<file path="config.mk">
export PLATFORM = sky130hd
export DESIGN_NAME = c_token_lexer_unit_flat
export DESIGN_NICKNAME = d
export VERILOG_FILES = /design/src/hw/rtl/ctl_pkg.sv /design/src/hw/rtl/ctl_byte_if.sv /design/src/hw/rtl/ctl_tok_if.sv /design/src/hw/rtl/c_token_lexer_unit.sv /design/src/flat_wrapper.sv
export SDC_FILE = /design/constraint.sdc
export NUM_CORES = 1
export LEC_CHECK = 0
export ABC_AREA = 1
export BUFFER_PORTS_ARGS = -buffer_cell sky130_fd_sc_hd__buf_2
export CAP_MARGIN = 20
export CORE_ASPECT_RATIO = 0.75
export CORE_UTILIZATION = 56
export CTS_CLUSTER_SIZE = 16
export DETAILED_ROUTE_END_ITERATION = 12
export GPL_TIMING_DRIVEN = 0
export PLACE_DENSITY = 0.8
export SETUP_SLACK_MARGIN = 0.1
export SLEW_MARGIN = 20
export SYNTH_ARGS = -nofsm -noshare
export SYNTH_HDL_FRONTEND = slang
export SYNTH_SLANG_ARGS = --single-unit
</file>
<file path="constraint.sdc">
create_clock -name i_clk -period 4.2 [get_ports i_clk]
set_clock_uncertainty 0.05 [all_clocks]
set_input_delay 0.84 -clock i_clk [delete_from_list [all_inputs] [get_ports i_clk]]
set_output_delay 0.84 -clock i_clk [all_outputs]
set_load 0.05 [all_outputs]
</file>
<file path="src/hw/rtl/ctl_pkg.sv">
package ctl_pkg;

    // token kinds as they appear on the result channel
    typedef enum logic [3:0] {
        K_IDENT   = 4'd0,
        K_LPAREN  = 4'd1,
        K_RPAREN  = 4'd2,
        K_LBRACE  = 4'd3,
        K_RBRACE  = 4'd4,
        K_INT     = 4'd5,
        K_FLOAT   = 4'd6,
        K_DOUBLE  = 4'd7,
        K_OP      = 4'd8,
        K_SEMI    = 4'd9,
        K_END_OK  = 4'd10,
        K_END_REJ = 4'd11
    } t_kind;

    // one result word
    typedef struct packed {
        t_kind       kind;
        logic [15:0] start_pos;
        logic [15:0] tok_len;
        logic        last;
    } t_result;

    // characters the scanner looks for
    localparam logic [7:0] C_NUL    = 8'h00;
    localparam logic [7:0] C_TAB    = 8'h09;
    localparam logic [7:0] C_CR     = 8'h0D;
    localparam logic [7:0] C_SPACE  = 8'h20;
    localparam logic [7:0] C_LPAREN = 8'h28;
    localparam logic [7:0] C_RPAREN = 8'h29;
    localparam logic [7:0] C_STAR   = 8'h2A;
    localparam logic [7:0] C_PLUS   = 8'h2B;
    localparam logic [7:0] C_MINUS  = 8'h2D;
    localparam logic [7:0] C_DOT    = 8'h2E;
    localparam logic [7:0] C_SLASH  = 8'h2F;
    localparam logic [7:0] C_ZERO   = 8'h30;
    localparam logic [7:0] C_NINE   = 8'h39;
    localparam logic [7:0] C_SEMI   = 8'h3B;
    localparam logic [7:0] C_EQUAL  = 8'h3D;
    localparam logic [7:0] C_UP_A   = 8'h41;
    localparam logic [7:0] C_UP_F   = 8'h46;
    localparam logic [7:0] C_UP_Z   = 8'h5A;
    localparam logic [7:0] C_UNDER  = 8'h5F;
    localparam logic [7:0] C_LO_A   = 8'h61;
    localparam logic [7:0] C_LO_F   = 8'h66;
    localparam logic [7:0] C_LO_Z   = 8'h7A;
    localparam logic [7:0] C_LBRACE = 8'h7B;
    localparam logic [7:0] C_RBRACE = 8'h7D;

    function automatic logic is_letter(input logic [7:0] c);
        return (c >= C_LO_A && c <= C_LO_Z) || (c >= C_UP_A && c <= C_UP_Z);
    endfunction

    function automatic logic is_decimal(input logic [7:0] c);
        return c >= C_ZERO && c <= C_NINE;
    endfunction

    function automatic logic is_white(input logic [7:0] c);
        return c == C_SPACE || (c >= C_TAB && c <= C_CR);
    endfunction

    function automatic logic is_op(input logic [7:0] c);
        return c == C_PLUS || c == C_MINUS || c == C_SLASH || c == C_STAR || c == C_EQUAL;
    endfunction

endpackage

</file>
<file path="src/hw/rtl/ctl_byte_if.sv">
interface ctl_byte_if;
    logic       valid;
    logic       ready;
    logic [7:0] ch;

    modport source (output valid, output ch, input ready);
    modport sink (input valid, input ch, output ready);
endinterface

</file>
<file path="src/hw/rtl/ctl_tok_if.sv">
interface ctl_tok_if;
    import ctl_pkg::*;

    logic        valid;
    logic        ready;
    t_kind       kind;
    logic [15:0] start_pos;
    logic [15:0] tok_len;
    logic        last;

    modport source (output valid, output kind, output start_pos, output tok_len, output last,
                    input ready);
    modport sink (input valid, input kind, input start_pos, input tok_len, input last,
                  output ready);
endinterface

</file>
<file path="src/hw/rtl/c_token_lexer_unit.sv">
// Streaming lexer for a small C-like language: one text byte per word in, token words out
// (kind, start offset, length, last flag); byte 0 ends the text and yields an end word.
// The scanner state advances as each byte is taken, so one byte is accepted every clock while the input is ready.
// A byte yields zero, one or two result words; they go into a four-word result queue and
// the input is ready while the queue holds at most two words. Each word is written into the
// queue as its byte is taken. Every word stands for a token or end marker built from
// its own bytes, so words never run ahead of bytes by more than one pending token, and
// with a sink that takes a word every cycle the input never stalls. Offsets and lengths
// saturate at 2^POS_BITS-1 and are reported clamped to 16 bits.
module c_token_lexer_unit #(
    parameter int POS_BITS = 16
) (
    input  logic i_clk,
    input  logic i_rst_n,
    ctl_byte_if.sink  i_in,
    ctl_tok_if.source o_out
);
    import ctl_pkg::*;

    typedef enum logic [2:0] {
        M_START  = 3'd0,
        M_IDENT  = 3'd1,
        M_ZERO   = 3'd2,
        M_INT    = 3'd3,
        M_FRAC   = 3'd4,
        M_REJECT = 3'd5
    } t_mode;

    localparam int QDEPTH = 4;
    localparam int QAW    = $clog2(QDEPTH);

    typedef logic [POS_BITS-1:0] t_pos;

    function automatic t_pos sat_inc(input t_pos v);
        return (v == '1) ? v : v + t_pos'(1);
    endfunction

    function automatic logic [15:0] clamp16(input t_pos v);
        logic [31:0] ext;
        ext = 32'(v);
        return (ext > 32'h0000_FFFF) ? 16'hFFFF : ext[15:0];
    endfunction

    function automatic t_result make_res(input t_kind k, input t_pos s, input t_pos l);
        t_result r;
        r.kind      = k;
        r.start_pos = clamp16(s);
        r.tok_len   = clamp16(l);
        r.last      = 1'b0;
        return r;
    endfunction

    t_mode   r_mode, n_mode;
    t_pos    r_pos, n_pos;
    t_pos    r_tstart, n_tstart;
    t_pos    r_tlen, n_tlen;

    t_result r_q [QDEPTH];
    logic [QAW-1:0] r_wr, r_rd;
    logic [QAW:0]   r_cnt;

    t_result    res [2];
    logic [1:0] nres;

    logic [7:0] c;
    logic       acc, pop;

    assign c   = i_in.ch;
    assign acc = i_in.valid && i_in.ready;
    assign pop = o_out.valid && o_out.ready;

    assign i_in.ready      = r_cnt <= (QAW+1)'(QDEPTH - 2);
    assign o_out.valid     = r_cnt != '0;
    assign o_out.kind      = r_q[r_rd].kind;
    assign o_out.start_pos = r_q[r_rd].start_pos;
    assign o_out.tok_len   = r_q[r_rd].tok_len;
    assign o_out.last      = r_q[r_rd].last;

    // scanner step for the byte on the input
    always_comb begin
        logic done;
        logic ended;
        done     = 1'b0;
        ended    = 1'b0;
        nres     = 2'd0;
        res[0]   = make_res(K_END_OK, r_pos, '0);
        res[1]   = make_res(K_END_OK, r_pos, '0);
        n_mode   = r_mode;
        n_pos    = sat_inc(r_pos);
        n_tstart = r_tstart;
        n_tlen   = r_tlen;

        if (r_mode == M_REJECT) begin
            done = 1'b1;
            if (c == C_NUL) begin
                res[0] = make_res(K_END_REJ, r_pos, '0);
                nres   = 2'd1;
                ended  = 1'b1;
            end
        end else begin
            // try to extend the pending token
            unique case (r_mode)
                M_IDENT: begin
                    if (is_letter(c) || is_decimal(c) || c == C_UNDER) begin
                        n_tlen = sat_inc(r_tlen);
                        done   = 1'b1;
                    end else begin
                        res[0] = make_res(K_IDENT, r_tstart, r_tlen);
                        nres   = 2'd1;
                        n_mode = M_START;
                    end
                end
                M_ZERO, M_INT: begin
                    if (r_mode == M_INT && is_decimal(c)) begin
                        n_tlen = sat_inc(r_tlen);
                        done   = 1'b1;
                    end else if (c == C_DOT) begin
                        n_tlen = sat_inc(r_tlen);
                        n_mode = M_FRAC;
                        done   = 1'b1;
                    end else begin
                        res[0] = make_res(K_INT, r_tstart, r_tlen);
                        nres   = 2'd1;
                        n_mode = M_START;
                    end
                end
                M_FRAC: begin
                    if (is_decimal(c)) begin
                        n_tlen = sat_inc(r_tlen);
                        done   = 1'b1;
                    end else if (c == C_LO_F || c == C_UP_F) begin
                        res[0] = make_res(K_FLOAT, r_tstart, sat_inc(r_tlen));
                        nres   = 2'd1;
                        n_mode = M_START;
                        done   = 1'b1;
                    end else begin
                        res[0] = make_res(K_DOUBLE, r_tstart, r_tlen);
                        nres   = 2'd1;
                        n_mode = M_START;
                    end
                end
                default: begin
                    n_mode = M_START;
                end
            endcase

            // start a new token, emit a one-byte token or the end word, skip white space or reject
            if (!done) begin
                if (c == C_NUL) begin
                    res[nres[0]] = make_res(K_END_OK, r_pos, '0);
                    nres         = nres + 2'd1;
                    ended        = 1'b1;
                end else if (is_white(c)) begin
                    n_mode = M_START;
                end else if (is_letter(c) || c == C_UNDER) begin
                    n_mode   = M_IDENT;
                    n_tstart = r_pos;
                    n_tlen   = t_pos'(1);
                end else if (c == C_ZERO) begin
                    n_mode   = M_ZERO;
                    n_tstart = r_pos;
                    n_tlen   = t_pos'(1);
                end else if (is_decimal(c)) begin
                    n_mode   = M_INT;
                    n_tstart = r_pos;
                    n_tlen   = t_pos'(1);
                end else if (c == C_LPAREN) begin
                    res[nres[0]] = make_res(K_LPAREN, r_pos, t_pos'(1));
                    nres         = nres + 2'd1;
                end else if (c == C_RPAREN) begin
                    res[nres[0]] = make_res(K_RPAREN, r_pos, t_pos'(1));
                    nres         = nres + 2'd1;
                end else if (c == C_LBRACE) begin
                    res[nres[0]] = make_res(K_LBRACE, r_pos, t_pos'(1));
                    nres         = nres + 2'd1;
                end else if (c == C_RBRACE) begin
                    res[nres[0]] = make_res(K_RBRACE, r_pos, t_pos'(1));
                    nres         = nres + 2'd1;
                end else if (is_op(c)) begin
                    res[nres[0]] = make_res(K_OP, r_pos, t_pos'(1));
                    nres         = nres + 2'd1;
                end else if (c == C_SEMI) begin
                    res[nres[0]] = make_res(K_SEMI, r_pos, t_pos'(1));
                    nres         = nres + 2'd1;
                end else begin
                    n_mode = M_REJECT;
                end
            end
        end

        // end of text returns to the reset state
        if (ended) begin
            n_mode   = M_START;
            n_pos    = '0;
            n_tstart = '0;
            n_tlen   = '0;
        end

        // flag the final word of this byte
        if (nres == 2'd1) begin
            res[0].last = 1'b1;
        end else if (nres == 2'd2) begin
            res[1].last = 1'b1;
        end
    end

    // scanner state and result queue
    always_ff @(posedge i_clk) begin
        if (!i_rst_n) begin
            r_mode   <= M_START;
            r_pos    <= '0;
            r_tstart <= '0;
            r_tlen   <= '0;
            r_wr     <= '0;
            r_rd     <= '0;
            r_cnt    <= '0;
        end else begin
            if (acc) begin
                r_mode   <= n_mode;
                r_pos    <= n_pos;
                r_tstart <= n_tstart;
                r_tlen   <= n_tlen;
                r_wr     <= r_wr + QAW'(nres);
            end
            if (pop) begin
                r_rd <= r_rd + QAW'(1);
            end
            r_cnt <= r_cnt + (acc ? (QAW+1)'(nres) : '0) - (pop ? (QAW+1)'(1) : '0);
        end
        if (acc && nres != 2'd0) begin
            r_q[r_wr] <= res[0];
        end
        if (acc && nres == 2'd2) begin
            r_q[r_wr + QAW'(1)] <= res[1];
        end
    end

endmodule

</file>
<file path="src/flat_wrapper.sv">
// flat-port wrapper written by rule: the top's interface ports become plain ports
module c_token_lexer_unit_flat import ctl_pkg::*;
#(
    parameter int POS_BITS = 16
)
  (i_clk, i_rst_n, i_in_valid, i_in_ch, i_in_ready, o_out_valid, o_out_kind, o_out_start_pos, o_out_tok_len, o_out_last, o_out_ready);
  ctl_byte_if i_in_i ();
  ctl_tok_if o_out_i ();
  input  logic i_clk;
  input  logic i_rst_n;
  input wire logic [$bits(i_in_i.valid)-1:0] i_in_valid;
  input wire logic [$bits(i_in_i.ch)-1:0] i_in_ch;
  output wire logic [$bits(i_in_i.ready)-1:0] i_in_ready;
  output wire logic [$bits(o_out_i.valid)-1:0] o_out_valid;
  output wire logic [$bits(o_out_i.kind)-1:0] o_out_kind;
  output wire logic [$bits(o_out_i.start_pos)-1:0] o_out_start_pos;
  output wire logic [$bits(o_out_i.tok_len)-1:0] o_out_tok_len;
  output wire logic [$bits(o_out_i.last)-1:0] o_out_last;
  input wire logic [$bits(o_out_i.ready)-1:0] o_out_ready;
  assign i_in_i.valid = i_in_valid;
  assign i_in_i.ch = i_in_ch;
  assign i_in_ready = i_in_i.ready;
  assign o_out_valid = o_out_i.valid;
  assign o_out_kind = o_out_i.kind;
  assign o_out_start_pos = o_out_i.start_pos;
  assign o_out_tok_len = o_out_i.tok_len;
  assign o_out_last = o_out_i.last;
  assign o_out_i.ready = o_out_ready;
  c_token_lexer_unit #(.POS_BITS(POS_BITS)) u_core (.i_clk(i_clk), .i_rst_n(i_rst_n), .i_in(i_in_i), .o_out(o_out_i));
endmodule
</file>
# After elaboration in Yosys (flattened, before gate mapping)
# Memory sizes are Yosys's and may differ from the RTL's. A register that Yosys moved wholly into a read port is not among the register bits.
# Cells that the tools add are included.
totals:
  regBits: 58
  latchBits: 0
  mem_bits_rw: 148
  romBits: 0
  input_bits: 12
  out_inout_bits: 39
  wordCells: 201
  n_memories: 1
memory_table:
  columns: ["name", "depth", "word_bits", "read_ports", "rd_ports_with_merged_regs", "write_ports", "line_no", "source"]
  rows:
  - ["u_core.r_q", 4, 37, 1, 1, 2, "c_token_lexer_unit.sv:58", "t_result r_q [QDEPTH];"]
op_classes:
  add_sub_neg: 8
  n_mul: 0
  div: 0
  order_cmp: 11
  eq_ne: 30
  shifts: 0
  muxes: 115
  n_bitwise: 1
  n_reduce_logical: 28
ops:
  columns: ["cell", "count"]
  rows:
  - ["74-bit 2-to-1 mux", 12]
  - ["74-bit bitwise mux", 7]
  - ["16-bit 2-to-1 mux", 23]
  - ["37-bit 2-to-1 mux", 8]
  - ["37-bit case mux with 3 select lines", 1]
  - ["8-bit by 6-bit == test with 1-bit output (second input constant)", 11]
  - ["34-bit 2-to-1 mux", 2]
  - ["3-bit 2-to-1 mux", 18]
  - ["16-bit case mux with 3 select lines", 1]
  - ["8-bit by 7-bit == test with 1-bit output (second input constant)", 5]
  - ["37-bit demux with 1-bit select", 1]
  - ["2-bit 2-to-1 mux", 18]
  - ["16-bit by 1-bit adder with 16-bit output (second input constant)", 2]
  - ["16-bit == test (second input constant)", 2]
  - ["1-bit 2-to-1 mux", 21]
  - ["8-bit by 7-bit >= comparator with 1-bit output (second input constant)", 2]
  - ["8-bit by 7-bit less-or-equal comparator with 1-bit output (second input constant)", 2]
  - ["1-bit logical AND", 10]
  - ["1-bit logical OR", 10]
  - ["2-bit inequality test (second input constant)", 5]
  - ["3-bit case mux with 3 select lines", 1]
  - ["8-bit by 4-bit >= comparator with 1-bit output (second input constant)", 1]
  - ["8-bit by 6-bit >= comparator with 1-bit output (second input constant)", 1]
  - ["8-bit by 4-bit less-or-equal comparator with 1-bit output (second input constant)", 1]
  - ["other kinds (23)", 28]

# Logic depth before layout (Yosys ltp)
depth:
  ltp_word: 29
  depth_mapped: 29
  ltp_nobuf: 26

# Worst setup path before layout
# OpenSTA, ideal clock, no wires.
synth_timing:
  path_kind: "in2reg"
  start: "in i_in_ch[1]"
  end: "mem u_core.r_q[3][0] (netlist bit) (enable)"
  setup_time_ps: 395
  arrival_ps: 4098
  t_required_ps: 3755
  setup_slack_ps: -343
  cell_stages: 24
  n_path_buf: 5
  cell_sequence: "buf_4 > nor2_4 > nand3_1 > nand2_1 > inv_1 > nand2_1 > nand3_2 > nand2_2 > buf_6 > clkbuf_1 > ha_1 > nand3_1 > nand2_1 > nor2_1 > nand2_1 > inv_1 > nand2_1 > nand2_1 > nand2_1 > nand2_2 > nand4_2 > buf_4 > buf_4 > nand2_1"
synth_lines:
  columns: ["item", "line_no", "source"]
  rows:
  - ["start, declared", "flat_wrapper.sv:12", "input wire logic [$bits(i_in_i.ch)-1:0] i_in_ch;"]
  - ["end, declared", "c_token_lexer_unit.sv:58", null]

# Worst setup path after layout
layout_timing:
  start: "in i_in_ch[4]"
  end: "reg u_core.r_cnt[2]"
layout_via:
  elab_chain_cells: 25
  elab_cells_between_ends: 71
  classes_between: "3 x add/sub; 8 x order compare; 16 x eq/ne; 28 x mux; 16 x reduce/logical"
layout_lines:
  columns: ["item", "line_no", "source"]
  rows:
  - ["8-bit by 7-bit >= comparator with 1-bit output / 8-bit by 7-bit less-or-equal comparator with 1-bit output (equally long branches)", "ctl_pkg.sv:54", "return (c >= C_LO_A && c <= C_LO_Z) || (c >= C_UP_A && c <= C_UP_Z);"]
  - ["1-bit logical AND", "ctl_pkg.sv:54", null]
  - ["1-bit logical OR", "ctl_pkg.sv:54", null]
  - ["1-bit logical OR (2 in series)", "c_token_lexer_unit.sv:104", "if (is_letter(c) || is_decimal(c) || c == C_UNDER) begin"]
  - ["1-bit 2-to-1 mux", "c_token_lexer_unit.sv:104", null]
  - ["2-bit case mux with 3 select lines", "c_token_lexer_unit.sv:102", "unique case (r_mode)"]
  - ["2-bit 2-to-1 mux", "c_token_lexer_unit.sv:93", "if (r_mode == M_REJECT) begin"]
  - ["2-bit by 1-bit adder with 2-bit output", null, null]
  - ["(+8 left out)", null, null]
  - ["2-bit 2-to-1 mux", "c_token_lexer_unit.sv:155", "end else if (is_letter(c) || c == C_UNDER) begin"]
  - ["2-bit 2-to-1 mux", "c_token_lexer_unit.sv:153", "end else if (is_white(c)) begin"]
  - ["2-bit 2-to-1 mux", "c_token_lexer_unit.sv:149", "if (c == C_NUL) begin"]
  - ["2-bit 2-to-1 mux", "c_token_lexer_unit.sv:148", "if (!done) begin"]
  - ["2-bit 2-to-1 mux *", "c_token_lexer_unit.sv:93", null]
  - ["2-bit 2-to-1 mux *", "c_token_lexer_unit.sv:228", "r_cnt <= r_cnt + (acc ? (QAW+1)'(nres) : '0) - (pop ? (QAW+1)'(1) : '0);"]
  - ["3-bit adder *", "c_token_lexer_unit.sv:228", null]
  - ["3-bit subtractor *", "c_token_lexer_unit.sv:228", null]
  - ["end signal, assigned", "c_token_lexer_unit.sv:228", null]
  - ["end, declared", "c_token_lexer_unit.sv:60", "logic [QAW:0] r_cnt;"]
# Mark *: on every way between the ends. The rest lies on a longest branch, timed or not. The select of a mux whose other input is x is not followed.
# A chain may end at the register's enable or synchronous reset.

==> tab_implementation.tex <==
\begin{tabular}{lr}
\hline
Metric & Value \\
\hline
\multicolumn{2}{l}{\textbf{Run status}} \\
Status & finished clean \\
\multicolumn{2}{l}{\textbf{Worst setup path}} \\
R2R depth & 23 \\
RR Endpoint & u\_core.r\_cnt[2]\$\_SDFF\_PN0\_ \\
Crit Path Class & in -> reg \\
Endpoint class of the critical path & flip-flop \\
Req. time, crit path & 4510 ps \\
Maximum fanout along the worst path & 10 \\
Last element of the critical path & u\_core.r\_cnt[2]\$\_SDFF\_PN0\_ \\
Arr. time, crit path & 4300 ps \\
Register-to-register setup slack & 230 ps \\
Origin of the worst setup path & i\_in\_ch[4] \\
Crit path launch type & input pin \\
Reg2reg start & u\_core.r\_mode[0]\$\_SDFFE\_PN0P\_ \\
\multicolumn{2}{l}{\textbf{Die}} \\
Initial core utilization & 57.4\% \\
FP Rows & 45 \\
Vertical die dimension & approximately 130 um \\
Area of the core & 0.0203 mm2 \\
Horiz. Die Dim & 169 um \\
Count of pins on the block boundary & 51 \\
Area enclosed by the die boundary & 0.0214 mm2 \\
\multicolumn{2}{l}{\textbf{Logic synthesis}} \\
Number of distinct library cells after synthesis & 48 \\
Synthesis warning total & 0 \\
Most used flip-flop cell after synthesis & edfxtp\_1 \\
Synthesized instance count & approximately 1.5k \\
Part of the Yosys area used for sequential elements & about 48\% \\
Share of flip-flops with an asynchronous set or reset after synthesis & 0\% \\
Number of storage elements in the synthesis netlist & 208 \\
Per-instance average area after synthesis & between 7 and 8 um2 \\
Post-synth net total & 1,517 \\
Post-synthesis instance area & 0.0117 mm2 \\
Number of enable flip-flop cells after synthesis & 148 \\
\multicolumn{2}{l}{\textbf{Route}} \\
Drt total wl & 35.1 mm \\
Number of design rule violations left after detail routing & 0 \\
Via density & 6.05 \\
DRC marker count from the first detailed-route iteration & 2,041 \\
Via count & 11.3k \\
Routed length per instance & 18.7 um \\
Number of nets with antenna violations after routing & 0 \\
TritonRoute pass-1 iters & 8 \\
\multicolumn{2}{l}{\textbf{Clocking}} \\
Clock transition at the registers of the reported paths & approximately 60 ps \\
CTS Buffer Depth & 3 \\
Number of levels the H-tree was split into & 1 \\
CTS Root Cell & clkbuf\_16 \\
Hold bufs inserted after CTS & 0 \\
Sink Count & around 210 \\
TritonCTS clock tree & built \\
Number of clock buffers inserted by TritonCTS & 21 \\
Clock Latency Late Sink & 510 ps \\
\multicolumn{2}{l}{\textbf{Run}} \\
Maximum Capacitance Violations & 0 \\
\multicolumn{2}{l}{\textbf{STA}} \\
Maximum clock frequency & 251 MHz \\
Final cycle utilization of the critical path & 95.0\% \\
Setup repair after global routing missed its margin & true \\
Final count of pins violating max slew & 0 \\
Slew margin rel. & 32.8\% \\
Count of final hold-check violations & 0 \\
Setup TNS & 0 ps \\
Minimum period implied by the final worst setup slack & 3990 ps \\
Post-route setup slack & 209 ps \\
Final setup fails & 0 \\
Transition at the pin with the smallest max-transition slack & roughly 1000 ps \\
\multicolumn{2}{l}{\textbf{Cells and area}} \\
Commonest cells after routing, fill and taps aside & 401 x nand2\_1, 154 x inv\_1, 148 x edfxtp\_1, 140 x nor2\_1, 133 x o21ai\_0 \\
Number of antenna repair diodes & 0 \\
Share of the core filled with cells & 65.0\% \\
Synthesis-to-layout area growth & 13.2\% \\
Post-route cell area & 0.0132 mm2 \\
\# nets final & approximately 1.6k \\
Fraction of final layout cells with drive strength greater than 1 & between 10\% and 20\% \\
Commonest non-fill, non-tap cell in the layout & nand2\_1 \\
\multicolumn{2}{l}{\textbf{Place}} \\
Post-placement worst setup slack & -740 ps \\
Number of I/O port buffers & 48 \\
Final RePlAce weighted congestion & 0.975 \\
Instance area at placement & 0.0123 mm2 \\
Dpl hpwl & 24.2 mm \\
\multicolumn{2}{l}{\textbf{Power}} \\
Switching share of power & 39.2\% \\
Worst vdd rail ir drop & 0.300 mV \\
Fraction of power consumed by combinational cells & approximately a third \\
Switching power summed over all nets & 2.57 mW \\
Cell area power density & 496 mW/mm2 \\
Cell internal pwr & between 3 and 4 mW \\
Relative contribution of sequential cells to total power & between 30 and 40\% \\
Total power draw & 6.56 mW \\
Reported leakage power & 5.65 nW \\
Clock power share & 29.7\% \\
\multicolumn{2}{l}{\textbf{Global route}} \\
Wire length of the first global-routing pass & 53.9 mm \\
Tot GR Track Use & approximately a third \\
Via count of the first global-routing pass & about 10k \\
Number of antenna violations at the first check in global routing & 0 \\
Maximum number of pins on one net before global-route repair & 38 \\
Global route total overflow & 0 \\
\multicolumn{2}{l}{\textbf{Hold path}} \\
Class of the worst hold path & reg -> reg \\
\hline
\end{tabular}
[final cells by class]
cell class	count	area [um2]
fillers	1676	7120
flip-flops and latches	208	5650
multi-input cells	1032	5080
inverters	165	619
clock buffers	27	578
plain buffers	92	503
well taps	282	353
repair buffers	55	293
clock inverters	11	130
[critical path, cell delays in order]
cell	delay (ps)
buf_2	120
inv_1	120
nand2_1	110
nor2_4	140
nand2_2	100
nand3_2	100
nand2_1	70
inv_2	80
nand2_4	70
buf_8	150
clkbuf_8	160
ha_1	190
nand3_1	70
nor2_1	50
nor2_1	140
nand2_1	70
nand2_1	110
nand3_2	110
nand2_4	120
nor2_8	60
buf_8	160
buf_6	140
inv_1	110
ha_1	260
fa_2	390
xor2_1	160
inv_1	50
nor2_1	40
[synth_stat cells, types with 3 or more instances]
| master | count | share of area (%) |
|---|---|---|
| buf_2 | 14 | 0.60 |
| inv_1 | 155 | 5.0 |
| dfxtp_1 | 60 | 10 |
| o22ai_1 | 41 | 2.2 |
| nand3_1 | 55 | 2.4 |
| o21ai_1 | 3 | 0.13 |
| nor2_2 | 4 | 0.21 |
| ha_1 | 7 | 0.75 |
| nand4_1 | 95 | 5.1 |
| or2_2 | 4 | 0.21 |
| a21oi_1 | 57 | 2.4 |
| nor3_2 | 5 | 0.43 |
| edfxtp_1 | 148 | 38 |
| buf_6 | 9 | 0.87 |
| a211oi_1 | 3 | 0.19 |
| xor2_1 | 9 | 0.68 |
| a31oi_1 | 3 | 0.16 |
| nand3_2 | 3 | 0.26 |
| nor3_1 | 21 | 0.90 |
| nor2_1 | 142 | 4.6 |
| nand2_1 | 408 | 13 |
| buf_4 | 11 | 0.71 |
| inv_2 | 8 | 0.26 |
| clkbuf_1 | 54 | 1.7 |
| nand2_2 | 10 | 0.54 |
| o211ai_1 | 6 | 0.39 |
| o21ai_0 | 133 | 5.7 |
| buf_1 | 3 | 0.096 |
[sequential cells by signal (all words and copies together) (netlist names), named ones only]
signal,flops
u_core.r_pos,16
u_core.r_wr,2
u_core.r_q,148
u_core.r_tstart,16
u_core.r_tlen,16
u_core.r_cnt,3
u_core.r_rd,2
u_core.r_mode,3
[worst min-delay path by stage]
stage                                           startpoint                               end  slack (ps)  depth (start not counted)
after floorplan                u_core.r_rd[1]$_SDFFE_PN0P_                         flip-flop         390                          2
after global placement     u_core.r_tstart[1]$_SDFFE_PN0P_   u_core.r_tstart[1]$_SDFFE_PN0P_         400                          2
final                     u_core.r_tstart[15]$_SDFFE_PN0P_  u_core.r_tstart[15]$_SDFFE_PN0P_         410                          2
after CTS                  u_core.r_tstart[1]$_SDFFE_PN0P_   u_core.r_tstart[1]$_SDFFE_PN0P_         420                          2
after global routing      u_core.r_tstart[10]$_SDFFE_PN0P_  u_core.r_tstart[10]$_SDFFE_PN0P_         430                          2
after detailed placement   u_core.r_tstart[1]$_SDFFE_PN0P_   u_core.r_tstart[1]$_SDFFE_PN0P_         410                          2
[metrics by stage]
| step | instances | hold WS [ps] |
|---|---|---|
| final | 1872 | 413 |
| after global routing | 1872 | 432 |
| after CTS | 1865 | 416 |
| after detailed placement | 1827 | 406 |
| after global placement | 1827 | 402 |
| after floorplan | 1497 | 386 |
[routing by layer]
metal / share of wire [%] / vias to the layer above / track usage (%)
met5: 0 / - / 0
met4: 3.0 / 0 / 9.36
met3: 15 / 119 / 7.84
met2: 41 / 862 / 45.5
met1: 42 / 5133 / 48.7
li1: - / 5210 / -
[logic make-up (layout without fill, tap and decap cells)]
group | after synthesis | in the layout | synth area share, %
AND/OR/NAND/NOR | 757 | 757 | 28.6
buffers and inverters | 257 | 350 | 9.36
AO/OA/AOI/OAI | 256 | 256 | 12.0
flip-flops | 208 | 208 | 48.4
XOR/XNOR | 11 | 11 | 0.826
adder cells (fa/ha/maj) | 8 | 8 | 0.922
[repair_timing]
item,CTS,global route
pin swaps,0,7
buffers inserted,0,7
endpoints found under the setup margin,150,151
resized for setup,10,19
[power groups by stage]
stage / combinational (mW) / sequential [mW] / clock, mW
2_1_floorplan: 1.55 / 2.42 / 0
4_1_cts: 2.13 / 2.40 / 1.95
6_report: 2.21 / 2.40 / 1.95
3_5_place_dp: 2.11 / 2.44 / 0
3_3_place_gp: 2.08 / 2.44 / 0
5_1_grt: 2.34 / 2.41 / 2.03
No activity file was read; power rests on OpenSTA's default activity.
